--- src/rtl/rsp_pkg.sv ---
// ----------------------------------------------------------------------------
// rsp_pkg: shared types and GF(256) helpers
// Beat structs, cell control group, controller states, field arithmetic.
// ----------------------------------------------------------------------------
package rsp_pkg;

    localparam logic [8:0] GF_POLY      = 9'h11d;
    localparam int         PARITY_RESET = 10;
    localparam int         CFG_W        = 5;

    typedef struct packed {
        logic [7:0] data_byte;
        logic       last_in;
    } rsp_in_t;

    typedef struct packed {
        logic [7:0] parity_byte;
        logic       last_out;
    } rsp_out_t;

    // per-cycle commands broadcast along the cell row
    typedef struct packed {
        logic clear;   // zero remainder and coefficients
        logic derive;  // one generator multiplication step
        logic absorb;  // take a data beat
        logic load;    // data beat is last: copy remainder to emit row
        logic shift;   // output beat taken: advance emit row
    } rsp_ctrl_t;

    typedef enum logic {
        ST_DERIVE,
        ST_RUN
    } rsp_state_t;

    // multiply by alpha
    function automatic logic [7:0] gf_xtime(input logic [7:0] a);
        logic [8:0] s;
        s = {a, 1'b0};
        if (s[8])
        begin
            s = s ^ GF_POLY;
        end
        return s[7:0];
    endfunction

    function automatic logic [7:0] gf_mul(input logic [7:0] a, input logic [7:0] b);
        logic [7:0] p;
        logic [7:0] x;
        p = '0;
        x = a;
        for (int k = 0; k < 8; k++)
        begin
            if (b[k])
            begin
                p = p ^ x;
            end
            x = gf_xtime(x);
        end
        return p;
    endfunction

endpackage

--- src/rtl/rsp_ctrl.sv ---
// ----------------------------------------------------------------------------
// rsp_ctrl: sequencer for the parity row
// Generator derivation steps, input flow control and parity burst count.
// ----------------------------------------------------------------------------
module rsp_ctrl
    import rsp_pkg::*;
#(
    parameter int MAX_PARITY = 30
)
(
    input  logic             clk,
    input  logic             rst_n,
    input  logic             cfg_wr_en,
    input  logic [CFG_W-1:0] cfg_wr_data,
    input  logic             in_valid,
    input  logic             last_in,
    output logic             in_ready,
    output logic             out_valid,
    input  logic             out_ready,
    output logic             last_out,
    output rsp_ctrl_t        ctrl,
    output logic [7:0]       root
);

    localparam int CW = $clog2(MAX_PARITY + 1);
    localparam int RESET_N_INT = (PARITY_RESET > MAX_PARITY) ? MAX_PARITY : PARITY_RESET;
    localparam logic [CW-1:0] RESET_N = CW'(RESET_N_INT);
    localparam logic [CW-1:0] ONE     = CW'(1);

    rsp_state_t    state_reg, state_next;
    logic [CW-1:0] n_reg, n_next;
    logic [CW-1:0] cnt_reg, cnt_next;
    logic [CW-1:0] rem_reg, rem_next;
    logic [7:0]    root_reg, root_next;
    logic          ov_reg, ov_next;
    logic [CW-1:0] cfg_n;
    logic          out_beat, final_beat;

    always_comb
    begin
        if (cfg_wr_data == '0)
        begin
            cfg_n = ONE;
        end
        else if (int'(cfg_wr_data) > MAX_PARITY)
        begin
            cfg_n = CW'(MAX_PARITY);
        end
        else
        begin
            cfg_n = CW'(cfg_wr_data);
        end
    end

    assign out_beat   = ov_reg && out_ready;
    assign final_beat = out_beat && (rem_reg == ONE);

    always_comb
    begin
        state_next  = state_reg;
        n_next      = n_reg;
        cnt_next    = cnt_reg;
        root_next   = root_reg;
        rem_next    = rem_reg;
        ov_next     = ov_reg;
        ctrl        = '0;
        // a last beat waits until the emit row is free
        in_ready    = (state_reg == ST_RUN) && !(last_in && ov_reg && !final_beat);

        case (state_reg)
            ST_DERIVE:
            begin
                ctrl.derive = !cfg_wr_en;
                cnt_next    = cnt_reg + ONE;
                root_next   = gf_xtime(root_reg);
                if (cnt_reg == n_reg - ONE)
                begin
                    state_next = ST_RUN;
                end
            end
            ST_RUN:
            begin
                ctrl.absorb = in_valid && in_ready;
                ctrl.load   = ctrl.absorb && last_in;
            end
            default:
            begin
                state_next = ST_RUN;
            end
        endcase

        if (ctrl.load)
        begin
            ov_next  = 1'b1;
            rem_next = n_reg;
        end
        else if (out_beat)
        begin
            ctrl.shift = 1'b1;
            rem_next   = rem_reg - ONE;
            ov_next    = !final_beat;
        end

        if (cfg_wr_en)
        begin
            ctrl.clear = 1'b1;
            n_next     = cfg_n;
            cnt_next   = '0;
            root_next  = 8'h01;
            state_next = ST_DERIVE;
        end
    end

    always_ff @(posedge clk or negedge rst_n)
    begin
        if (!rst_n)
        begin
            state_reg <= ST_DERIVE;
            n_reg     <= RESET_N;
            cnt_reg   <= '0;
            root_reg  <= 8'h01;
            rem_reg   <= '0;
            ov_reg    <= 1'b0;
        end
        else
        begin
            state_reg <= state_next;
            n_reg     <= n_next;
            cnt_reg   <= cnt_next;
            root_reg  <= root_next;
            rem_reg   <= rem_next;
            ov_reg    <= ov_next;
        end
    end

    assign out_valid = ov_reg;
    assign last_out  = (rem_reg == ONE);
    assign root      = root_reg;

endmodule

--- config.mk ---
export PLATFORM = sky130hd
export DESIGN_NAME = rsp_ctrl
export DESIGN_NICKNAME = d
export VERILOG_FILES = /design/src/rtl/rsp_pkg.sv /design/src/rtl/rsp_ctrl.sv
export SDC_FILE = /design/constraint.sdc
export NUM_CORES = 1
export LEC_CHECK = 0
export ABC_AREA = 1
export BUFFER_PORTS_ARGS = -buffer_cell sky130_fd_sc_hd__buf_2
export CAP_MARGIN = 25
export CORE_ASPECT_RATIO = 0.8
export CORE_MARGIN = 2
export CORE_UTILIZATION = 40
export CTS_CLUSTER_SIZE = 16
export DETAILED_ROUTE_END_ITERATION = 8
export SLEW_MARGIN = 30
export SYNTH_ARGS = -nofsm -noshare
export SYNTH_HDL_FRONTEND = slang
export SYNTH_SLANG_ARGS = --single-unit
export TNS_END_PERCENT = 50
--- constraint.sdc ---
create_clock -name clk -period 3.5 [get_ports clk]
set_input_delay 0.35 -clock clk [delete_from_list [all_inputs] [get_ports clk]]
set_output_delay 0.35 -clock clk [all_outputs]
set_load 0.01 [all_outputs]
==> impl_metrics.sql <==
INSERT INTO impl_metrics (metric_group, metric, value, unit) VALUES
('run_status', 'run_status', 'complete, no violations', ''),
('grt', 'wire_length_of_the_first_global_routing_pass', '4.56', 'mm'),
('job', 'drv_cap', '0', ''),
('cts', 'cts-hold-fix-buffers', '0', ''),
('cts', 'post_cts.repair.setup_buffers', '0', ''),
('grt', 'grt_antenna_before_repair', '0', ''),
('synthesis', 'syn-num-nets', '159', ''),
('route', 'detail_route.iter0.violations', '42', ''),
('synthesis', 'cell_with_the_most_instances_after_synthesis', 'dfrtp_1', ''),
('synthesis', 'syn-instance-count', '144', ''),
('synthesis', 'syn-mean-instance-area', '9.41', 'sq um'),
('synthesis', 'synthAdderAreaFrac', '3.69', '%'),
('finish', 'final.fill_count', '313', ''),
('floorplanning', 'io-pin-count', '27', ''),
('route', 'remaining_drc_errors', '0', ''),
('cts', 'clk_path_buf_depth', '2', ''),
('sta', 'worst_slew_pin_slew', '0.553', 'ns'),
('floorplanning', 'die_w', '69.1', 'um'),
('placement', 'dp_hpwl', '2.07', 'mm'),
('synthesis', 'synthArstFlopShare', '100', '%'),
('floorplanning', 'starting_utilization_of_the_core_area', '43.0', '%'),
('floorplanning', 'core.rowCount', '18', ''),
('hold_path', 'worst_hold_path_type', 'in -> async', ''),
('synthesis', 'netlist-cell-type-count', '35', ''),
('synthesis', 'synth.mux.area_fraction', '0.831', '%'),
('synthesis', 'synth_xor_area_share', '7.76', '%'),
('setup_path', 'ws_path_type', 'reg -> out', ''),
('route', 'drtPass1Iterations', '4', ''),
('setup_path', 'cp_cell_sequence', 'inv_1 > ha_1 > inv_1 > nor2_2 > nand3_4 > nand2_4 > nand4_4 > nand2_1 > inv_1 > buf_2', ''),
('synthesis', 'synth_largest_area_cell', 'dfrtp_1', ''),
('placement', 'place_congestion', '0.807', ''),
('sta', 'skew_final', '0.00219', 'ns'),
('floorplanning', 'fp.dieArea', '3870', 'sq um'),
('grt', 'grt_pass1_vias', '972', ''),
('cts', 'clock_sink_count', '25', ''),
('synthesis', 'synth_area', '1360', 'sq um'),
('placement', 'placement.setup.worst_slack', '1.79', 'ns'),
('route', 'vias', '1044', ''),
('setup_path', 'cpPeakStageDelay', '0.39', 'ns'),
('sta', 'max_freq', '500', 'MHz'),
('finish', 'largest_register_ffs', '8', ''),
('grt', 'grt_max_degree', '26', ''),
('sta', 'grt_setup_unrepaired', 'false', ''),
('setup_path', 'critical_path.endpoint_type', 'output port', ''),
('sta', 'max_slew_margin', '63.2', '%'),
('synthesis', 'most_frequently_used_flop_master_after_synthesis', 'dfrtp_1', ''),
('floorplanning', 'die_h', '56.1', 'um'),
('cts', 'cts_repair_resize_count', '0', ''),
('synthesis', 'synth.area.top_cells', 'dfrtp_1, dfstp_2, inv_1', ''),
('finish', 'area_growth', '15.8', '%'),
('setup_path', 'critical-path-top-delay-family', 'simple AND/OR/NAND/NOR gates', ''),
('setup_path', 'required_time_at_the_worst_slack_endpoint', '3.15', 'ns'),
('synthesis', 'synth-compound-area-share', '12.6', '%'),
('synthesis', 'synth_edf_count', '0', ''),
('cts', 'clk_transition_reported_paths', '0.08', 'ns'),
('grt', 'gr-usage-all-layers', '14.7', '%'),
('finish', 'drive_gt1_share', '29.7', '%'),
('setup_path', 'critical_path.startpoint_type', 'register', ''),
('sta', 'final.min_clock_period', '2.00', 'ns'),
('cts', 'clock_tree.htree_level_count', '1', ''),
('power_and_ir_drop', 'intPower', '533', 'uW'),
('floorplanning', 'coreArea', '3150', 'sq um'),
('synthesis', 'synth-seq-area-share', '46.4', '%'),
('cts', 'clk_root_buffer_cell', 'clkbuf_8', ''),
('route', 'route.detailed.wl_per_inst', '12.4', 'um'),
('synthesis', 'synth_top_family_by_area', 'simple AND/OR/NAND/NOR gates', ''),
('sta', 'post_route_clock_period_utilization', '57.1', '%'),
('sta', 'setup_slack', '1.50', 'ns'),
('finish', 'layout.nets', '188', ''),
('power_and_ir_drop', 'peakVddDrop', '0.210', 'mV'),
('sta', 'setup_tns', '0', 'ns');
## cell families after synthesis
family	count (synthesis)
flops	25
buf+inv	26
compound gates	27
simple gates	49
mux	1
xor+xnor	12
fa+ha+maj	4
## power by group through the flow
stage	Combinational, uW	Sequential (uW)	Clock [uW]
finish	257	396	165
global route	294	406	188
CTS	262	396	174
detailed placement	261	402	0
global placement	251	400	0
floorplan	187	397	0
## through the flow
step | instances | total power [uW] | hold WS [ns] | area, sq um
2_1_floorplan | 144 | 583 | 0.0544 | 1360
3_3_place_gp | 208 | 651 | 0.373 | 1520
3_5_place_dp | 208 | 662 | 0.375 | 1520
4_1_cts | 212 | 833 | 0.0798 | 1570
5_1_grt | 212 | 888 | 0.0858 | 1570
6_report | 212 | 818 | 0.0645 | 1570
## worst paths after layout
check / to / slack (ns)
max: ctrl[0] / 1.50
min: cnt_reg[3] / 0.06
max reg2reg: state_reg / 2.04
min reg2reg: root[0] / 0.50
max in group asynchronous: n_reg[3] / 3.06
min in group clk: n_reg[3] / 0.32
## per-layer routing
layer  track usage (%)  up-vias  wire length (um)
met5                 0        -                 0
met1              19.8      491              1300
li1                  -      536                 -
met2              22.9       15              1220
met3              3.99        2                87
met4              5.04        0                24
## worst register-to-register path, delay by kind of cell (launching register included)
kind | cells | cell delay [ns]
flip-flops | 1 | 0.54
adder cells (fa/ha/maj) | 1 | 0.29
AO/OA/AOI/OAI | 2 | 0.26
AND/OR/NAND/NOR | 3 | 0.26
buffers and inverters | 1 | 0.06
## cells in the final DEF (no fill, tap or decap), types with 3 or more instances in the layout
cell / instances
nand2_1: 15
inv_1: 20
dfrtp_1: 22
o21ai_0: 9
nand2_2: 3
nand4_1: 3
nor2_1: 5
o22ai_1: 4
a21oi_1: 5
clkbuf_8: 3
dfstp_2: 3
xor2_1: 4
ha_1: 4
buf_2: 26
xnor2_1: 8
nand3_1: 10
## area by class of cell
| class | count | area [sq um] | area share, % |
|---|---|---|---|
| multi-input combinational | 93 | 614 | 39.2 |
| clock buffer | 4 | 45.0 | 2.87 |
| tap | 40 | 50.0 | 3.19 |
| inverter | 24 | 100 | 6.38 |
| sequential | 25 | 629 | 40.1 |
| timing repair buffer | 26 | 130 | 8.29 |
Note: power is estimated with default switching activity, not from simulation.
