File: config.mk
export PLATFORM = sky130hd
export DESIGN_NAME = rsp_cell
export DESIGN_NICKNAME = d
export VERILOG_FILES = /design/src/rtl/rsp_pkg.sv /design/src/rtl/rsp_cell.sv
export SDC_FILE = /design/constraint.sdc
export NUM_CORES = 1
export LEC_CHECK = 0
export BUFFER_PORTS_ARGS = -buffer_cell sky130_fd_sc_hd__buf_2
export CORE_ASPECT_RATIO = 1.1
export CORE_UTILIZATION = 38
export DETAILED_ROUTE_END_ITERATION = 12
export SYNTH_ARGS = -nofsm -noshare
export SYNTH_HDL_FRONTEND = slang
export SYNTH_SLANG_ARGS = --single-unit
export TNS_END_PERCENT = 10
File: constraint.sdc
create_clock -name clk -period 2.7 [get_ports clk]
set_clock_uncertainty 0.1 [all_clocks]
set_input_delay 0.54 -clock clk [delete_from_list [all_inputs] [get_ports clk]]
set_output_delay 0.54 -clock clk [all_outputs]
set_load 0.02 [all_outputs]
File: src/rtl/rsp_pkg.sv
// ----------------------------------------------------------------------------
// rsp_pkg: shared types and GF(256) helpers
// Beat structs, cell control group, controller states, field arithmetic.
// ----------------------------------------------------------------------------
package rsp_pkg;

    localparam logic [8:0] GF_POLY      = 9'h11d;
    localparam int         PARITY_RESET = 10;
    localparam int         CFG_W        = 5;

    typedef struct packed {
        logic [7:0] data_byte;
        logic       last_in;
    } rsp_in_t;

    typedef struct packed {
        logic [7:0] parity_byte;
        logic       last_out;
    } rsp_out_t;

    // per-cycle commands broadcast along the cell row
    typedef struct packed {
        logic clear;   // zero remainder and coefficients
        logic derive;  // one generator multiplication step
        logic absorb;  // take a data beat
        logic load;    // data beat is last: copy remainder to emit row
        logic shift;   // output beat taken: advance emit row
    } rsp_ctrl_t;

    typedef enum logic {
        ST_DERIVE,
        ST_RUN
    } rsp_state_t;

    // multiply by alpha
    function automatic logic [7:0] gf_xtime(input logic [7:0] a);
        logic [8:0] s;
        s = {a, 1'b0};
        if (s[8])
        begin
            s = s ^ GF_POLY;
        end
        return s[7:0];
    endfunction

    function automatic logic [7:0] gf_mul(input logic [7:0] a, input logic [7:0] b);
        logic [7:0] p;
        logic [7:0] x;
        p = '0;
        x = a;
        for (int k = 0; k < 8; k++)
        begin
            if (b[k])
            begin
                p = p ^ x;
            end
            x = gf_xtime(x);
        end
        return p;
    endfunction

endpackage

File: src/rtl/rsp_cell.sv
// ----------------------------------------------------------------------------
// rsp_cell: one stage of the parity row
// Holds one remainder byte, one generator coefficient and one emit byte.
// ----------------------------------------------------------------------------
module rsp_cell
    import rsp_pkg::*;
(
    input  logic       clk,
    input  logic       rst_n,
    input  rsp_ctrl_t  ctrl,
    input  logic [7:0] factor,
    input  logic [7:0] root,
    input  logic [7:0] p_right,
    input  logic [7:0] e_right,
    input  logic [7:0] a_left,
    output logic [7:0] p,
    output logic [7:0] e,
    output logic [7:0] a
);

    logic [7:0] p_reg, p_next;
    logic [7:0] e_reg, e_next;
    logic [7:0] a_reg, a_next;
    logic [7:0] prod;

    // two multipliers behind a mux: root times left neighbour while deriving, else coefficient times factor
    assign prod = ctrl.derive ? gf_mul(root, a_left) : gf_mul(a_reg, factor);

    always_comb
    begin
        p_next = p_reg;
        a_next = a_reg;
        e_next = e_reg;
        if (ctrl.clear)
        begin
            p_next = '0;
            a_next = '0;
        end
        else if (ctrl.derive)
        begin
            a_next = a_reg ^ prod;
        end
        else if (ctrl.absorb)
        begin
            p_next = ctrl.load ? 8'h00 : (p_right ^ prod);
        end
        if (ctrl.load)
        begin
            e_next = p_right ^ prod;
        end
        else if (ctrl.shift)
        begin
            e_next = e_right;
        end
    end

    always_ff @(posedge clk or negedge rst_n)
    begin
        if (!rst_n)
        begin
            p_reg <= '0;
            a_reg <= '0;
        end
        else
        begin
            p_reg <= p_next;
            a_reg <= a_next;
        end
    end

    always_ff @(posedge clk)
    begin
        e_reg <= e_next;
    end

    assign p = p_reg;
    assign e = e_reg;
    assign a = a_reg;

endmodule

==> metrics.md, run 1 <==
| Metric | Value |
|---|---|
| Hold crit path type | `primary input to async pin` |
| Max VDD drop | `0.452 mV` |
| Core footprint | `9940 µm²` |
| Sequential share of the synthesized area | `16.4%` |
| Outcome | `finished, final reports clean` |
| Area grow syn2layout | `25.1%` |
| Post-route cell area | `4900 µm²` |
| Die height | `108 µm` |
| Slowest stage cell on the critical path | `xnor2_1` |
| Routed wire per std cell | `14.8 µm` |
| Post-Synth Simple-Gate Area | `18.2%` |
| DIE AREA | `10,700 µm²` |
| GRT Overall Usage | `19.7%` |
| CTS Hold Buffers Added | `0` |
| CTS Root Cell | `clkbuf_8` |
| Clk sinks | `24` |
| Startpoint Class | `primary input` |
| Fin crit period | `2670 ps` |
| TritonCTS clock tree | `yes` |
| Max frequency | `375 MHz` |
| Mux share of post-synthesis cell area | `3.68%` |
| Crit path buffers/inverters | `2` |
| Cell row count | `38` |
| ANT nets after route | `0` |
| Static Leakage | `2.35 nW` |
| Grt total ovfl | `0` |
| Number of global-route vias before repair | `3,537` |
| Slew Viols, Final | `0` |
| CP Cell Sequence | `buf_2, xor2_2, xnor2_1, buf_4, nand2_1, xnor2_1, xnor3_1, mux2i_1, xor2_1, a21oi_1` |
| Chip width | `98.8 µm` |
| Final worst path period share | `98.7%` |
| CP peak stage delay | `370 ps` |
| RSZ-0062 raised after global routing | `true` |
| Largest net degree at the start of global routing | `20` |
| Worst Path Arrival | `2580 ps` |
| Starting Density | `39.4%` |
| Post-synth ARST share | `66.7%` |
| Residual DRC count | `0` |
| Largest family of logic cells by synthesized area | `XOR/XNOR gates` |
| Slew HR | `52.5%` |
| Initial drt markers | `100` |
| Cell variety after synth | `55` |
| WS Path Type | `primary input to register` |
| Routed WL | `10,300 µm` |
| Mapped Cells | `462` |
| Layout cell share with drive strength beyond 1 | `33.3%` |
| XOR/XNOR Fraction of Synth Area | `44.2%` |
| Syn_nets | `509` |
| Max Cap Viol | `0` |
| #FFs+latches synth | `24` |
| Complex-gate fraction of the synthesized area | `10.2%` |
| Via-to-Cell Ratio | `5.00` |
| Critical path's top delay family | `XOR/XNOR gates` |
| Vias | `3,494` |
| Final HPWL DP | `8570 µm` |
| Syn Area/Cell | `8.47 µm²` |
| YS warnings | `0` |
| Filler cell count | `978` |
| CTS Buffer Depth | `2` |
| Ant. Diodes | `0` |
| Critical path required time | `2610 ps` |
| Final cell count without fillers | `699` |
| Top_reg_cell synth | `dfrtp_1` |
| CTS buffer count | `3` |
| Critical Path Source | `root[6]` |
| # port buffers | `70` |
| GPL Wtd Cong | `0.823` |
| Most common cell on crit path | `xnor2_1` |
| Cells after DPL | `693` |
| RR Startpoint | `a[5]` |
| Slew @ Worst Pin | `713 ps` |
| Total placed instance area | `4770 µm²` |
| Power Density | `1180 nW/µm²` |
| Clk_lat worst skew | `260 ps` |
| Number of flops mapped to enable cells by yosys | `8` |
| Number of I/O pins | `71` |
| # nets final | `627` |
| # setup viols final | `0` |
| Crit end category | `register` |
| Syn Std Cell Area | `3920 µm²` |
| Initial antenna violation count | `0` |
| Drt pass-1 iters | `4` |
| Post-Synth Adder-Cell Area | `0%` |
| First-pass GRT wire length | `16,800 µm` |
| H-tree depth | `1` |
| Final Hold Fails | `0` |
| Worst-path clk slew | `80 ps` |
| CP max FO | `4` |
| Fin Setup TNS | `0 ps` |
## final timing paths
kind,endpoint,slack [ps],cells after the start
max,e[6],30,10
min,a[5],90,1
max reg2reg,e[2],40,9
min reg2reg,p[6],380,2
max in group asynchronous,a[7],2110,1
min in group clk,p[6],380,2
## Yosys cell counts, types with 3 or more instances
library cell	count	share of area, %
nor2b_1	3	0.48
xor2_1	29	6.5
xnor3_1	17	9.8
buf_6	5	1.4
inv_1	9	0.86
mux2i_1	11	2.8
buf_4	5	0.96
xnor2_1	89	20
o21ai_0	5	0.64
nand2b_1	6	0.96
buf_2	11	1.4
xor3_1	3	1.8
clkbuf_1	14	1.3
dfrtp_1	16	10
nand3_1	6	0.77
nor3b_1	3	0.58
nand2_1	115	11
a22oi_1	3	0.58
o22ai_1	5	0.80
xnor2_2	8	3.3
a21oi_1	14	1.8
nor2_1	26	2.5
edfxtp_1	8	6.1
a22o_1	6	1.3
mux2_2	3	0.86
or2_2	3	0.48
## layout make-up
type                    count  area, µm²  share of cell area [%]
clock buffers               4       45.0                   0.920
multi-input cells         387       3030                    61.9
flip-flops and latches     24        648                    13.2
well taps                 120        150                    3.07
repair buffers            153        981                    20.0
inverters                  11       41.3                   0.843
## where the power goes
group | internal, mW | switching (mW) | leakage, nW
clock | 0.105 | 0.112 | 0.0228
sequential | 0.541 | 0.139 | 0.288
combinational | 2.62 | 2.27 | 2.04
total | 3.26 | 2.52 | 2.35
## through the flow
step | setup slack [ps] | utilization [%] | power, mW | hold slack (ps)
after CTS | 3.13 | 48.7 | 5.66 | 95.7
final | 34.9 | 49.3 | 5.78 | 86.8
after floorplan | 10.5 | - | 4.01 | 144
after detailed placement | -248 | 48.0 | 5.36 | 363
after global placement | -234 | 48.0 | 5.30 | 360
after global routing | -71.1 | 49.3 | 6.20 | 97.5
## per-layer routing
metal  up-vias  global-route usage (%)  share of wire [%]
met5         -                       0                  0
met4         0                    7.14                3.3
met3        24                    2.39                2.9
met2        78                    36.4                 52
met1      1660                    23.4                 42
li1       1732                       -                  -
## cells in the final DEF, fill, tap and decap left out, types with 5 or more instances in the layout
| cell | count |
|---|---|
| nand3_1 | 6 |
| o21ai_0 | 5 |
| a22o_1 | 6 |
| dfrtp_1 | 10 |
| nand2_1 | 115 |
| nor2_1 | 26 |
| xnor2_1 | 87 |
| xnor2_2 | 8 |
| o22ai_1 | 5 |
| xnor3_1 | 16 |
| buf_4 | 81 |
| buf_2 | 70 |
| dfrtp_2 | 6 |
| inv_1 | 9 |
| a21oi_1 | 14 |
| xor2_1 | 28 |
| edfxtp_1 | 8 |
| mux2i_1 | 11 |
| nand2b_1 | 6 |
## timing repair
item                                    CTS  global route
endpoints found under the hold margin     0             0
gates resized for setup                   3            13
setup buffers                             1             1
endpoints found under the setup margin    3            12
pin swaps                                 1             4
## cells by family after synthesis
family,after synthesis
AO/OA/AOI/OAI,52
flip-flops,24
multiplexers,14
buffers and inverters,51
XOR/XNOR,151
AND/OR/NAND/NOR,170
Note: power is estimated with default switching activity, not from simulation.
==> inputs of run 2 (changes only) <==
--- a/config.mk
+++ b/config.mk
@@ -9,6 +9,7 @@
 export CORE_ASPECT_RATIO = 1.1
 export CORE_UTILIZATION = 38
 export DETAILED_ROUTE_END_ITERATION = 12
+export RECOVER_POWER = 100
 export SYNTH_ARGS = -nofsm -noshare
 export SYNTH_HDL_FRONTEND = slang
 export SYNTH_SLANG_ARGS = --single-unit
==> run 2 against run 1 <==
- non-clock buffer count is the same
- critical path depth shrank 1
- hold slack gained 200 ps
- combinational power is essentially flat
- total power shrank 0.28%
- core utilization shrank 0.21 points
- global-route usage is the same
- worst setup slack lost 1.6 ps
- register-to-register slack is essentially flat
- cell count is the same
- critical path type is now register to register
- largest power group unchanged
==> metrics.md, run 2 (synthesized netlist as in run 1, its figures left out) <==
| Metric | Value |
|---|---|
| Commonest non-fill, non-tap cell in the layout | `nand2_1 (unchanged)` |
| ANT nets after route | `0 (unchanged)` |
| Largest net degree at the start of global routing | `20 (unchanged)` |
| Slowest stage cell on the critical path | `dfrtp_2 (was xnor2_1)` |
| Net Sw Frac | `43.8% (was 43.6%)` |
| Number of global-route vias before repair | `3,537 (unchanged)` |
| Max VDD drop | `0.447 mV (was 0.452 mV)` |
| Starting Density | `39.4% (unchanged)` |
| CP Cell Sequence | `buf_6, o22ai_1, nor2_1, o221a_2, xor3_1, xnor2_2, nor2_1, or3_1, a31o_1 (was buf_2, xor2_2, xnor2_1, buf_4, nand2_1, xnor2_1, xnor3_1, mux2i_1, xor2_1, a21oi_1)` |
| Area grow syn2layout | `24.5% (was 25.1%)` |
| Via-to-Cell Ratio | `5.00 (about the same)` |
| Residual DRC count | `0 (unchanged)` |
| Setup ws final | `33.3 ps (was 34.9 ps)` |
| Hold crit path type | `primary input to async pin (unchanged)` |
| Slew Viols, Final | `0 (unchanged)` |
| NetSw | `2.53 mW (was 2.52 mW)` |
| Critical path required time | `2630 ps (was 2610 ps)` |
| Crit end category | `register (unchanged)` |
| Final worst path period share | `98.8% (was 98.7%)` |
| Final HPWL DP | `8570 µm (unchanged)` |
| # port buffers | `70 (unchanged)` |
| Fin crit period | `2670 ps (about the same)` |
| Reg2reg setup slack | `30 ps (was 40 ps)` |
| Critical path's top delay family | `XOR/XNOR gates (unchanged)` |
| FF-to-FF path depth | `9 (unchanged)` |
| Slew HR | `38.0% (was 52.5%)` |
| DIE AREA | `10,700 µm² (unchanged)` |
| CTS Hold Buffers Added | `0 (unchanged)` |
| TritonCTS clock tree | `yes (unchanged)` |
| Clock share of power | `3.8% (about the same)` |
| RR Startpoint | `a[5] (unchanged)` |
| Slew @ Worst Pin | `931 ps (was 713 ps)` |
| Die height | `108 µm (unchanged)` |
| First-pass GRT wire length | `16,800 µm (unchanged)` |
| P_int | `3.24 mW (was 3.26 mW)` |
| Clk sinks | `24 (unchanged)` |
| Vias | `3,496 (was 3,494)` |
| Most common cell on crit path | `nor2_1 (was xnor2_1)` |
| # setup viols final | `0 (unchanged)` |
| Share of power burned in registers | `11.9% (was 11.8%)` |
| Total placed instance area | `4770 µm² (unchanged)` |
| Reg area | `648 µm² (unchanged)` |
| Grt total ovfl | `0 (unchanged)` |
| Routed wire per std cell | `14.8 µm (about the same)` |
| Crit path buffers/inverters | `1 (was 2)` |
| Initial antenna violation count | `0 (unchanged)` |
| Core footprint | `9940 µm² (unchanged)` |
| Fin Setup TNS | `0 ps (unchanged)` |
| Max frequency | `375 MHz (about the same)` |
| Drt pass-1 iters | `4 (unchanged)` |
| Commonest non-fill, non-tap cells in the layout | `nand2_1, xnor2_1, buf_4, buf_2, xor2_1 (unchanged)` |
| Filler cell count | `985 (was 978)` |
| Place WS | `-248 ps (unchanged)` |
| Layout cell share with drive strength beyond 1 | `30.2% (was 33.3%)` |
| Tightest hold margin | `284 ps (was 86.8 ps)` |
| GRT Overall Usage | `19.7% (unchanged)` |
| Worst-path clk slew | `80 ps (about the same)` |
| Startpoint Class | `register (was primary input)` |
| WS Path Type | `register to register (was primary input to register)` |
| CTS buffer count | `3 (unchanged)` |
| Final Hold Fails | `0 (unchanged)` |
| H-tree depth | `1 (unchanged)` |
| Number of I/O pins | `71 (unchanged)` |
| Cell row count | `38 (unchanged)` |
| Initial drt markers | `86 (was 100)` |
| CTS Buffer Depth | `2 (unchanged)` |
| GPL Wtd Cong | `0.823 (unchanged)` |
| Clk_lat worst skew | `270 ps (was 260 ps)` |
| Power Density | `1180 nW/µm² (about the same)` |
| Worst reg2reg path endpoint | `e[2] (unchanged)` |
| Outcome | `finished, final reports clean (unchanged)` |
| Multi-input logic area | `3030 µm² (unchanged)` |
| CP max FO | `7 (was 4)` |
| CTS Root Cell | `clkbuf_8 (unchanged)` |
| Routed WL | `10,400 µm (was 10,300 µm)` |
| Static Leakage | `2.29 nW (was 2.35 nW)` |
| Max Cap Viol | `0 (unchanged)` |
| Chip width | `98.8 µm (unchanged)` |
| # nets final | `627 (unchanged)` |
| Post-route cell area | `4880 µm² (was 4900 µm²)` |
| Logic pwr share | `84.4% (was 84.5%)` |
| RSZ-0062 raised after global routing | `true (unchanged)` |
| CP peak stage delay | `480 ps (was 370 ps)` |
| Ant. Diodes | `0 (unchanged)` |
| Worst Path Arrival | `2590 ps (was 2580 ps)` |
-- run 2: routing by layer --
layer,vias to the layer above,GRT usage (%),share of wire (%)
met5,-,0,0
met2,76,36.4,51
met3,24,2.39,3.3
li1,1734,-,-
met4,0,7.14,3.3
met1,1662,23.4,42
-- run 2: how the worst max path moves through the flow --
stage          slack [ps]  depth (start not counted)  endpoint    start
5_1_grt               -70                         10      e[2]     a[6]
2_1_floorplan          10                          9      e[2]     a[0]
3_5_place_dp         -250                          9      e[6]  root[6]
4_1_cts                 3                         10      p[6]     a[6]
6_report               30                          9      e[2]     a[5]
3_3_place_gp         -230                          9      e[6]  root[6]
-- run 2: power by group through the flow --
stage / registers, mW / clock network [mW] / logic (mW)
3_5_place_dp: 0.671 / 0 / 4.69
6_report: 0.684 / 0.218 / 4.87
3_3_place_gp: 0.671 / 0 / 4.63
5_1_grt: 0.703 / 0.236 / 5.25
2_1_floorplan: 0.781 / 0 / 3.22
4_1_cts: 0.671 / 0.222 / 4.77
-- run 2: layout make-up --
class,count,area share [%]
Sequential cell,24,13.3
Inverter,11,0.847
Clock buffer,4,0.924
Tap cell,120,3.08
Multi-Input combinational cell,387,62.2
Timing Repair Buffer,153,19.7
-- run 2: stage by stage --
step	util, %	power, mW	cells
detailed placement	48.0	5.36	693
floorplan	-	4.01	462
finish	49.1	5.77	699
global placement	48.0	5.30	693
global route	49.1	6.19	699
CTS	48.7	5.66	698
-- run 2: timing repair --
action | 4_1_cts | 5_1_grt
setup buffers | 1 | 1
pin swaps | 1 | 4
gates cloned | 0 | 0
hold endpoints to repair | 0 | 0
gates resized for setup | 3 | 13
setup endpoints to repair | 3 | 12
